--- config.mk ---
export PLATFORM = sky130hd
export DESIGN_NAME = bracket_command_frame_parser
export DESIGN_NICKNAME = d
export VERILOG_FILES = /design/src/rtl/bcfp_pkg.sv /design/src/rtl/bracket_command_frame_parser.sv
export SDC_FILE = /design/constraint.sdc
export NUM_CORES = 1
export LEC_CHECK = 0
export ABC_CLOCK_PERIOD_IN_PS = 4450
export BUFFER_PORTS_ARGS = -buffer_cell sky130_fd_sc_hd__buf_2
export CORE_MARGIN = 2
export CORE_UTILIZATION = 55
export DETAILED_ROUTE_END_ITERATION = 6
export GPL_TIMING_DRIVEN = 0
export PLACE_DENSITY = 0.76
export SETUP_SLACK_MARGIN = 0.2
export SLEW_MARGIN = 20
export SYNTH_ARGS = -nofsm -noshare
export SYNTH_HDL_FRONTEND = slang
export SYNTH_SLANG_ARGS = --single-unit
--- constraint.sdc ---
create_clock -name aclk -period 4.45 [get_ports aclk]
set_input_delay 1.335 -clock aclk [delete_from_list [all_inputs] [get_ports aclk]]
set_output_delay 1.335 -clock aclk [all_outputs]
set_load 0.01 [all_outputs]
--- src/rtl/bcfp_pkg.sv ---
// ----------------------------------------------------------------------------
// bcfp_pkg
// Shared constants and character class helpers for the bracket command frame
// parser.
// ----------------------------------------------------------------------------
`default_nettype none

package bcfp_pkg;

    localparam int DEFAULT_MAX_FRAME_LEN = 64;

    localparam logic [7:0] CHAR_OPEN  = 8'h5B;  // '['
    localparam logic [7:0] CHAR_CLOSE = 8'h5D;  // ']'
    localparam logic [7:0] CHAR_COMMA = 8'h2C;  // ','
    localparam logic [7:0] CHAR_PLUS  = 8'h2B;  // '+'
    localparam logic [7:0] CHAR_MINUS = 8'h2D;  // '-'
    localparam logic [7:0] CHAR_NUL   = 8'h00;

    // Magnitude ceiling of a number being read, and the signed limits.
    localparam logic [31:0] MAG_CAP   = 32'h8000_0000;
    localparam logic [31:0] POS_LIMIT = 32'h7FFF_FFFF;

    // Space, TAB, LF, VT, FF and CR count as white space.
    function automatic logic is_space(input logic [7:0] c);
        return (c == 8'h20) || ((c >= 8'h09) && (c <= 8'h0D));
    endfunction

    function automatic logic is_digit(input logic [7:0] c);
        return (c >= 8'h30) && (c <= 8'h39);
    endfunction

endpackage

`default_nettype wire

--- src/rtl/bracket_command_frame_parser.sv ---
// ----------------------------------------------------------------------------
// bracket_command_frame_parser
// Parses "[addr,value]" command frames from a byte stream and reports the
// held address and data values each time a frame closes.
// ----------------------------------------------------------------------------
// The block takes one received byte per beat on the s_ channel and returns one
// result beat on the m_ channel for every frame that closes with ']'; all other
// bytes produce no result. A byte is captured in an input register and is
// parsed from there by a single pass of logic that updates the
// frame state and, on a close, loads the result register, so the block
// sustains one byte per clock cycle but for the stall below. The only stall
// arises when a closing byte is ready to be parsed while the previous result
// still waits to be taken; other bytes keep flowing.
// Numbers are read like the scanf pattern "[%d,%d]": white space and a sign
// may precede each number, the comma must follow the first number directly,
// and values saturate at the 32-bit signed limits. A zero byte in a frame, or
// a frame longer than MAX_FRAME_LEN bytes counting both brackets, raises
// m_frame_error and leaves the held values unchanged.
// ----------------------------------------------------------------------------
`default_nettype none

module bracket_command_frame_parser
    import bcfp_pkg::*;
#(
    parameter int MAX_FRAME_LEN = DEFAULT_MAX_FRAME_LEN
) (
    input  wire logic               aclk,
    input  wire logic               aresetn,

    input  wire logic               s_valid,
    output logic                    s_ready,
    input  wire logic [7:0]         s_rx_byte,

    output logic                    m_valid,
    input  wire logic               m_ready,
    output logic signed [31:0]      m_cmd_addr,
    output logic signed [31:0]      m_cmd_value,
    output logic                    m_addr_updated,
    output logic                    m_value_updated,
    output logic                    m_frame_error
);

    // The frame length counter must hold MAX_FRAME_LEN itself.
    localparam int LEN_W = $clog2(MAX_FRAME_LEN + 1);
    localparam logic [LEN_W-1:0] LEN_MAX = LEN_W'(MAX_FRAME_LEN);

    // Parse phases of the frame body.
    typedef enum logic [2:0] {
        PH_WS1   = 3'd0,  // white space before the first number
        PH_SIGN1 = 3'd1,  // sign of the first number seen
        PH_DIG1  = 3'd2,  // digits of the first number
        PH_WS2   = 3'd3,  // white space before the second number
        PH_SIGN2 = 3'd4,  // sign of the second number seen
        PH_DIG2  = 3'd5,  // digits of the second number
        PH_DONE  = 3'd6,  // match finished
        PH_FAIL  = 3'd7   // match failed before any number
    } phase_t;

    // Input register.
    logic             in_valid_reg;
    logic [7:0]       in_byte_reg;

    // Frame state.
    logic             in_frame_reg,   in_frame_next;
    logic [LEN_W-1:0] len_reg,        len_next;
    phase_t           phase_reg,      phase_next;
    logic             neg_reg,        neg_next;
    logic [31:0]      acc_reg,        acc_next;
    logic             digit_seen_reg, digit_seen_next;
    logic             bad_reg,        bad_next;
    logic [31:0]      first_reg,      first_next;
    logic [31:0]      held_addr_reg,  held_addr_next;
    logic [31:0]      held_value_reg, held_value_next;

    // Result register.
    logic             m_valid_reg;
    logic [31:0]      m_addr_reg;
    logic [31:0]      m_value_reg;
    logic             m_addr_upd_reg;
    logic             m_value_upd_reg;
    logic             m_err_reg;

    logic             upd_a;
    logic             upd_v;
    logic             err_v;
    logic             bad_v;
    logic             close_now;
    logic             advance;
    logic [35:0]      acc_prod;
    logic [31:0]      acc_digit;
    logic [31:0]      acc_first_digit;
    logic [31:0]      signed_val;

    // A closing byte inside a frame is the only byte that yields a result.
    assign close_now = in_valid_reg && in_frame_reg && (in_byte_reg == CHAR_CLOSE);

    // The parse stage moves on unless a result must be loaded into a full
    // result register that is not being drained this cycle.
    assign advance = in_valid_reg && (!close_now || !m_valid_reg || m_ready);
    assign s_ready = !in_valid_reg || advance;

    // Next accumulator after a digit: acc*10 + digit, saturating at 2^31.
    assign acc_prod = ({4'b0, acc_reg} << 3) + ({4'b0, acc_reg} << 1)
                      + {32'b0, in_byte_reg[3:0]};
    assign acc_digit = (acc_prod > {4'b0, MAG_CAP}) ? MAG_CAP : acc_prod[31:0];
    assign acc_first_digit = {28'b0, in_byte_reg[3:0]};

    // Signed value of the number being read, saturated to 32-bit signed.
    always_comb begin
        if (neg_reg) begin
            signed_val = (acc_reg >= MAG_CAP) ? MAG_CAP : (32'd0 - acc_reg);
        end else begin
            signed_val = (acc_reg >= MAG_CAP) ? POS_LIMIT : acc_reg;
        end
    end

    always_comb begin
        in_frame_next   = in_frame_reg;
        len_next        = len_reg;
        phase_next      = phase_reg;
        neg_next        = neg_reg;
        acc_next        = acc_reg;
        digit_seen_next = digit_seen_reg;
        bad_next        = bad_reg;
        first_next      = first_reg;
        held_addr_next  = held_addr_reg;
        held_value_next = held_value_reg;
        upd_a           = 1'b0;
        upd_v           = 1'b0;
        err_v           = 1'b0;
        bad_v           = bad_reg;

        if (in_byte_reg == CHAR_OPEN) begin
            in_frame_next   = 1'b1;
            len_next        = LEN_W'(1);
            phase_next      = PH_WS1;
            neg_next        = 1'b0;
            acc_next        = '0;
            digit_seen_next = 1'b0;
            bad_next        = 1'b0;
            first_next      = '0;
        end else if (in_frame_reg) begin
            if (len_reg >= LEN_MAX) begin
                bad_v = 1'b1;
            end else begin
                len_next = len_reg + LEN_W'(1);
            end

            if (in_byte_reg != CHAR_CLOSE) begin
                if (in_byte_reg == CHAR_NUL) begin
                    bad_v = 1'b1;
                end
                bad_next = bad_v;
                if (!bad_v) begin
                    case (phase_reg)
                        PH_WS1, PH_WS2: begin
                            if (!is_space(in_byte_reg)) begin
                                neg_next = (in_byte_reg == CHAR_MINUS);
                                acc_next = '0;
                                if ((in_byte_reg == CHAR_PLUS) ||
                                    (in_byte_reg == CHAR_MINUS)) begin
                                    phase_next = (phase_reg == PH_WS1) ? PH_SIGN1 : PH_SIGN2;
                                end else if (is_digit(in_byte_reg)) begin
                                    acc_next   = acc_first_digit;
                                    phase_next = (phase_reg == PH_WS1) ? PH_DIG1 : PH_DIG2;
                                end else begin
                                    digit_seen_next = 1'b0;
                                    phase_next = (phase_reg == PH_WS1) ? PH_FAIL : PH_DONE;
                                end
                            end
                        end
                        PH_SIGN1, PH_SIGN2: begin
                            if (is_digit(in_byte_reg)) begin
                                acc_next   = acc_digit;
                                phase_next = (phase_reg == PH_SIGN1) ? PH_DIG1 : PH_DIG2;
                            end else begin
                                digit_seen_next = 1'b0;
                                phase_next = (phase_reg == PH_SIGN1) ? PH_FAIL : PH_DONE;
                            end
                        end
                        PH_DIG1: begin
                            if (is_digit(in_byte_reg)) begin
                                acc_next = acc_digit;
                            end else begin
                                first_next = signed_val;
                                if (in_byte_reg == CHAR_COMMA) begin
                                    phase_next = PH_WS2;
                                end else begin
                                    digit_seen_next = 1'b0;
                                    phase_next      = PH_DONE;
                                end
                            end
                        end
                        PH_DIG2: begin
                            if (is_digit(in_byte_reg)) begin
                                acc_next = acc_digit;
                            end else begin
                                acc_next        = signed_val;
                                digit_seen_next = 1'b1;
                                phase_next      = PH_DONE;
                            end
                        end
                        default: begin
                            // Trailing bytes after a finished or failed match.
                        end
                    endcase
                end
            end else begin
                err_v = bad_v;
                if (!bad_v) begin
                    case (phase_reg)
                        PH_DIG1: begin
                            upd_a = 1'b1;
                            held_addr_next = signed_val;
                        end
                        PH_WS2, PH_SIGN2: begin
                            upd_a = 1'b1;
                            held_addr_next = first_reg;
                        end
                        PH_DIG2: begin
                            upd_a = 1'b1;
                            upd_v = 1'b1;
                            held_addr_next  = first_reg;
                            held_value_next = signed_val;
                        end
                        PH_DONE: begin
                            upd_a = 1'b1;
                            upd_v = digit_seen_reg;
                            held_addr_next = first_reg;
                            if (digit_seen_reg) begin
                                held_value_next = acc_reg;
                            end
                        end
                        default: begin
                            // No first number: nothing is updated.
                        end
                    endcase
                end
                in_frame_next   = 1'b0;
                len_next        = '0;
                phase_next      = PH_WS1;
                neg_next        = 1'b0;
                acc_next        = '0;
                digit_seen_next = 1'b0;
                bad_next        = 1'b0;
            end
        end
    end

    always_ff @(posedge aclk) begin
        if (!aresetn) begin
            in_valid_reg   <= 1'b0;
            in_frame_reg   <= 1'b0;
            len_reg        <= '0;
            phase_reg      <= PH_WS1;
            neg_reg        <= 1'b0;
            acc_reg        <= '0;
            digit_seen_reg <= 1'b0;
            bad_reg        <= 1'b0;
            first_reg      <= '0;
            held_addr_reg  <= '0;
            held_value_reg <= '0;
            m_valid_reg    <= 1'b0;
        end else begin
            if (s_valid && s_ready) begin
                in_valid_reg <= 1'b1;
            end else if (advance) begin
                in_valid_reg <= 1'b0;
            end

            if (advance) begin
                in_frame_reg   <= in_frame_next;
                len_reg        <= len_next;
                phase_reg      <= phase_next;
                neg_reg        <= neg_next;
                acc_reg        <= acc_next;
                digit_seen_reg <= digit_seen_next;
                bad_reg        <= bad_next;
                first_reg      <= first_next;
                held_addr_reg  <= held_addr_next;
                held_value_reg <= held_value_next;
            end

            if (advance && close_now) begin
                m_valid_reg <= 1'b1;
            end else if (m_ready) begin
                m_valid_reg <= 1'b0;
            end
        end
    end

    // Payload registers carry no reset.
    always_ff @(posedge aclk) begin
        if (s_valid && s_ready) begin
            in_byte_reg <= s_rx_byte;
        end
        if (advance && close_now) begin
            m_addr_reg      <= held_addr_next;
            m_value_reg     <= held_value_next;
            m_addr_upd_reg  <= upd_a;
            m_value_upd_reg <= upd_v;
            m_err_reg       <= err_v;
        end
    end

    assign m_valid         = m_valid_reg;
    assign m_cmd_addr      = m_addr_reg;
    assign m_cmd_value     = m_value_reg;
    assign m_addr_updated  = m_addr_upd_reg;
    assign m_value_updated = m_value_upd_reg;
    assign m_frame_error   = m_err_reg;

    // A pending result always shows the values held in the frame state, since
    // no later frame can close before it is taken.
    a_result_matches_held: assert property (@(posedge aclk) disable iff (!aresetn)
        m_valid_reg |-> (m_addr_reg == held_addr_reg) && (m_value_reg == held_value_reg))
        else $error("pending result differs from held values");

    // An error frame never reports an update.
    a_error_no_update: assert property (@(posedge aclk) disable iff (!aresetn)
        m_valid_reg && m_err_reg |-> !m_addr_upd_reg && !m_value_upd_reg)
        else $error("error frame reported an update");

    // The data value is only stored together with the address.
    a_value_needs_addr: assert property (@(posedge aclk) disable iff (!aresetn)
        m_valid_reg && m_value_upd_reg |-> m_addr_upd_reg)
        else $error("value updated without address");

    // Outside a frame the parse state stays cleared.
    a_idle_state_clear: assert property (@(posedge aclk) disable iff (!aresetn)
        !in_frame_reg |-> (len_reg == '0) && (phase_reg == PH_WS1) && !bad_reg)
        else $error("parse state not cleared outside a frame");

    // The frame length never runs past its limit.
    a_len_bounded: assert property (@(posedge aclk) disable iff (!aresetn)
        len_reg <= LEN_MAX)
        else $error("frame length beyond limit");

endmodule

`default_nettype wire

# == After elaboration in Yosys (flattened, before gate mapping) ==
# Cells that the tools add are included.
# Widths: inputs -> output; s select.
# word_totals
out_inout_bits,69
register_bits,219
word_cells,181
in_bits,12
# op_classes
n_lt_le_gt_ge,7
bitwise,1
reduce_logical,36
n_eq_ne,27
addsub,4
n_mux,88
# op_table
cell,n
$mux 32,26
$pmux 32 s2,2
$pmux 32 s3,1
$mux 3,14
$add 35x33->36,1
$add 36x4->36,1
$gt 36x32->1 const B,1
$mux 1,36
$eq 8x6->1 const B,4
$ge 32x32->1 const B,1
$sub 1x32->32 const A,1
$mux 7,4
$ne 4x4->1 const B,5
$eq 8x7->1 const B,2
$pmux 3 s4,1
$reduce_and 6->1,2
$reduce_bool 2->1,5
$eq 3x3->1 const B,3
$ne 3x3->1 const B,3
$reduce_and 9->1,1
$ge 8x4->1 const B,1
$ge 8x6->1 const B,1
$le 8x4->1 const B,1
$le 8x6->1 const B,1
other kinds (27),45

# == Logic depth before layout (Yosys ltp) ==
# depth
depth_word,12
ltp_mapped,16
mapped_depth_nobuf,14

# == Worst setup path after synthesis ==
# No wires, ideal clock.
# synth_timing
path_type,register to register
from,reg in_byte_reg[3]
to,reg acc_reg[12]
stages_incl_launch_ff,17
path_buffers,2
arrival_time_ns,4.146
setup_slack_ns,0.229
t_required_ns,4.376
cell_sequence,edfxtp_1 clkbuf_1 inv_1 fa_1 inv_1 ha_1 a211oi_1 o211ai_1 a21o_1 a2111o_1 o211ai_1 o311ai_0 or4_1 o21ai_2 buf_2 nand3_1 o21ai_0
# synth_between
elab_chain_cells,9
# synth_lines
element,line,text
"start, declared",bracket_command_frame_parser.sv:61,logic [7:0] in_byte_reg;
"start signal, assigned",bracket_command_frame_parser.sv:295,in_byte_reg <= s_rx_byte;
$add 36x4->36,bracket_command_frame_parser.sv:104,"+ {32'b0, in_byte_reg[3:0]};"
$gt 36x32->1,bracket_command_frame_parser.sv:105,"assign acc_digit = (acc_prod > {4'b0, MAG_CAP}) ? MAG_CAP : acc_prod[31:0];"
$mux 32,bracket_command_frame_parser.sv:105,
"$mux 32, on equally long branches","bracket_command_frame_parser.sv:195, bracket_command_frame_parser.sv:173, bracket_command_frame_parser.sv:182",
$pmux 32 s3,bracket_command_frame_parser.sv:155,case (phase_reg)
$mux 32,bracket_command_frame_parser.sv:154,if (!bad_v) begin
$mux 32,bracket_command_frame_parser.sv:149,if (in_byte_reg != CHAR_CLOSE) begin
$mux 32,bracket_command_frame_parser.sv:142,end else if (in_frame_reg) begin
$mux 32,bracket_command_frame_parser.sv:133,if (in_byte_reg == CHAR_OPEN) begin
"end signal, assigned",bracket_command_frame_parser.sv:276,acc_reg <= acc_next;
"end, declared",bracket_command_frame_parser.sv:68,"logic [31:0] acc_reg, acc_next;"
# Several ways; a longest one is shown, not always the timed one. The select of a mux whose other input is x is not followed.
# A chain may end at the register's enable or synchronous reset.

# == Worst setup path in the final report ==
# Same ends and word-level chain as after synthesis.

==> metrics.md <==
| Metric | Value |
|---|---|
| Post-route DRC | 1 |
| Antenna Cells | 0 |
| Total number of vias | 13555 |
| Tot GR Track Use | 0.322 |
| Switching power | 0.985 mW |
| I/O pin count | 81 |
| Area contributors post-synth | dfxtp_1, edfxtp_1, nor2_1 |
| Placer Congestion | 1.00 |
| CP Capture Type | register |
| First-pass GRT wire length | 66700 microns |
| Share of layout cells above drive strength 1 | 0.124 |
| YS warnings | 0 |
| CP Data Required Time | 4.90 ns |
| Die Span X | 160 microns |
| Setup TNS | 0 ns |
| Vias/cell | 6.47 |
| Max-slew violation count | 0 |
| Seq/Total Area, Yosys | 0.385 |
| FF+latch count, synth | 219 |
| Peak VDD IR | 0.000239 V |
| Switching Fraction | 0.227 |
| Hpwl dp | 32100 microns |
| Clock latency on the worst-skew pair | 0.52 ns |
| I/O Buffers | 80 |
| Max FO, Critical Path | 10 |
| Core ar. | 24100 sq um |
| 1st-pass router iterations | 7 |
| Fin worst setup slack | 0.337 ns |
| Worst Tran Pin Value | 1.01 ns |
| Int Pwr | 3.35 mW |
| Fmax | 243 MHz |
| Hold Crit Class | reg2reg |
| Fin crit share | 0.924 |
| Row cnt | 57 |
| Cell area after synthesis | 13400 sq um |
| H-Tree Depth | 1 |
| Final hold slack | 0.463 ns |
| Die Ht | 160 microns |
| Synthesized area per cell | 8.19 sq um |
| Cell count after synthesis | 1631 |
| Most frequent cells in the layout | nor2_1, nand2_1, dfxtp_1 |
| Vias in the first global route | 12492 |
| Worst-path clk slew | 0.07 ns |
| EDFF count, synth | 75 |
| TritonCTS Buffers | 23 |
| Hold Fails Final Rpt | 0 |
| Max_cap viols | 0 |
| CTS root buffer | clkbuf_16 |
| Failing checks | DRC |
| Post-synth ARST share | 0 |
| CP arrival | 4.56 ns |
| CTS max path bufs | 3 |
| Antenna violation net count after detailed routing | 0 |
| Pin count of the biggest net entering global routing | 60 |
| Area Growth Syn to Fin | 15.1% |
| CTS Hold Bufs | 0 |
| Critical path type | reg2reg |
| Initial DRC count | 1534 |
| Die ar. | 25500 sq um |
| Relative slew slack | 0.327 |
| Most common cell after layout, fill and taps aside | nor2_1 |
| Total routed wirelength | 43000 microns |
| Pwr Density | 282 nW/um^2 |
| # setup viols final | 0 |
| Post-synth top flop | dfxtp_1 |
| CTS tree | yes |
| CTS Sinks | 219 |
| Post-DP Area | 14200 sq um |
| Run status | finished, violations left |
| Setup WS pre-CTS | -0.835 ns |
| Gate power share | 0.046 |
| Sequential share of power | 0.490 |
| Wirelength per Cell | 20.5 microns |
| Synth cell types | 75 |
| Post-route cell area | 15400 sq um |
| Leak Pwr | 5.80 nW |
| RSZ-0062 raised after global routing | no |
| Largest area contributor in the netlist | dfxtp_1 |
| Clock skew | 0.0229 ns |
| Grt total ovfl | 0 |
| Initial antenna violation count | 0 |
| Nets | 1836 |
| Clock Power Share | 0.464 |
| Post-synth top area share | 0.216 |
| Syn_nets | 1713 |
| Initial core utilization | 0.554 |
| Crit path launch type | register |
| Min cycle time layout | 4.11 ns |
-- power groups by stage --
stage          Clock, mW  Sequential (mW)  Combinational [mW]
2_1_floorplan          0             2.16               0.130
3_3_place_gp           0             2.16               0.182
3_5_place_dp           0             2.16               0.189
4_1_cts             2.01             2.12               0.194
5_1_grt             2.08             2.12               0.219
6_report            2.01             2.12               0.201
-- stage by stage --
stage               utilization  std cells  total power [mW]
global route              0.637       2094              4.42
floorplan                     -       1631              2.29
global placement          0.587       2035              2.34
detailed placement        0.589       2036              2.35
finish                    0.637       2094              4.33
CTS                       0.632       2091              4.32
-- synth_stat cells, types with 4 or more instances --
cell type  instances
nor2_1           237
nand2_1          169
dfxtp_1          144
o21ai_0          135
a21oi_1          129
clkbuf_1         104
edfxtp_1          75
a22oi_1           72
ha_1              68
nor3_1            65
mux2i_1           37
inv_1             27
xor2_1            22
xnor2_1           20
o22ai_1           19
o31ai_1           17
a21o_1            16
nand3_1           16
nand4_1           16
a22o_1            15
or3_1             15
a31oi_1           14
nand2b_1          14
a211oi_1          12
and2_1            11
nor4_1            10
o21a_1            10
or4_1              9
o211ai_1           8
and3_1             7
nor2b_1            7
nor3b_1            7
o21ai_1            7
a211o_1            6
a41oi_1            6
o21ai_2            5
a221oi_1           4
a2bb2oi_1          4
o21ba_2            4
o221ai_1           4
o22a_1             4
or2_2              4
-- worst max-delay path, stage by stage (launching register included) --
cell      delay, ns
edfxtp_1       0.37
clkbuf_8       0.14
inv_1          0.09
fa_2           0.48
inv_1          0.11
ha_4           0.21
a211oi_4       0.27
o211ai_1       0.19
buf_4          0.20
a21oi_2        0.24
o211ai_1       0.15
xnor2_1        0.25
o311ai_2       0.16
or4_4          0.46
o21ai_4        0.17
buf_4          0.14
buf_6          0.13
nand3_4        0.10
o21ai_0        0.16
-- worst paths after layout --
check	slack, ns	endpoint	depth (start not counted)	startpoint
worst max register to register	0.34	acc_reg[12]	18	in_byte_reg[3]
worst max-delay path	0.34	acc_reg[12]	18	in_byte_reg[3]
worst min register to register	0.46	held_addr_reg[29]	2	held_addr_reg[29]
worst min-delay path	0.46	held_addr_reg[29]	2	held_addr_reg[29]
-- kinds of logic (layout without fill, tap and decap cells) --
group | Yosys count | count (layout) | share of synthesized area
AO/OA/AOI/OAI | 522 | 522 | 0.249
XOR/XNOR | 42 | 42 | 0.0275
adder cells (fa/ha/maj) | 70 | 70 | 0.0667
buffers and inverters | 139 | 278 | 0.0399
flip-flops | 219 | 219 | 0.385
multiplexers | 37 | 37 | 0.0277
AND/OR/NAND/NOR | 602 | 602 | 0.205
-- metal layers --
| metal | up-vias | wire length [microns] | track usage | part of all wire |
|---|---|---|---|---|
| li1 | 6230 | - | - | - |
| met1 | 6387 | 17300 | 0.426 | 0.40 |
| met2 | 788 | 19500 | 0.525 | 0.45 |
| met3 | 150 | 4090 | 0.0431 | 0.095 |
| met4 | 0 | 2110 | 0.147 | 0.049 |
| met5 | - | 0 | 0 | 0 |
-- timing repair --
action	4_1_cts	5_1_grt
endpoints found under the setup margin	32	38
resized for setup	42	38
pin swaps	15	12
gates cloned	0	0
buffers inserted	14	3
-- cell type report --
cell class / instances / area (sq um)
Fill cell: 2103 / 8740
Multi-Input combinational cell: 1273 / 7920
Sequential cell: 219 / 5150
Clock buffer: 26 / 587
Timing Repair Buffer: 98 / 559
Buffer: 112 / 455
Tap cell: 324 / 405
Clock inverter: 15 / 185
Inverter: 27 / 101
Power figures use the tool's default switching activity.
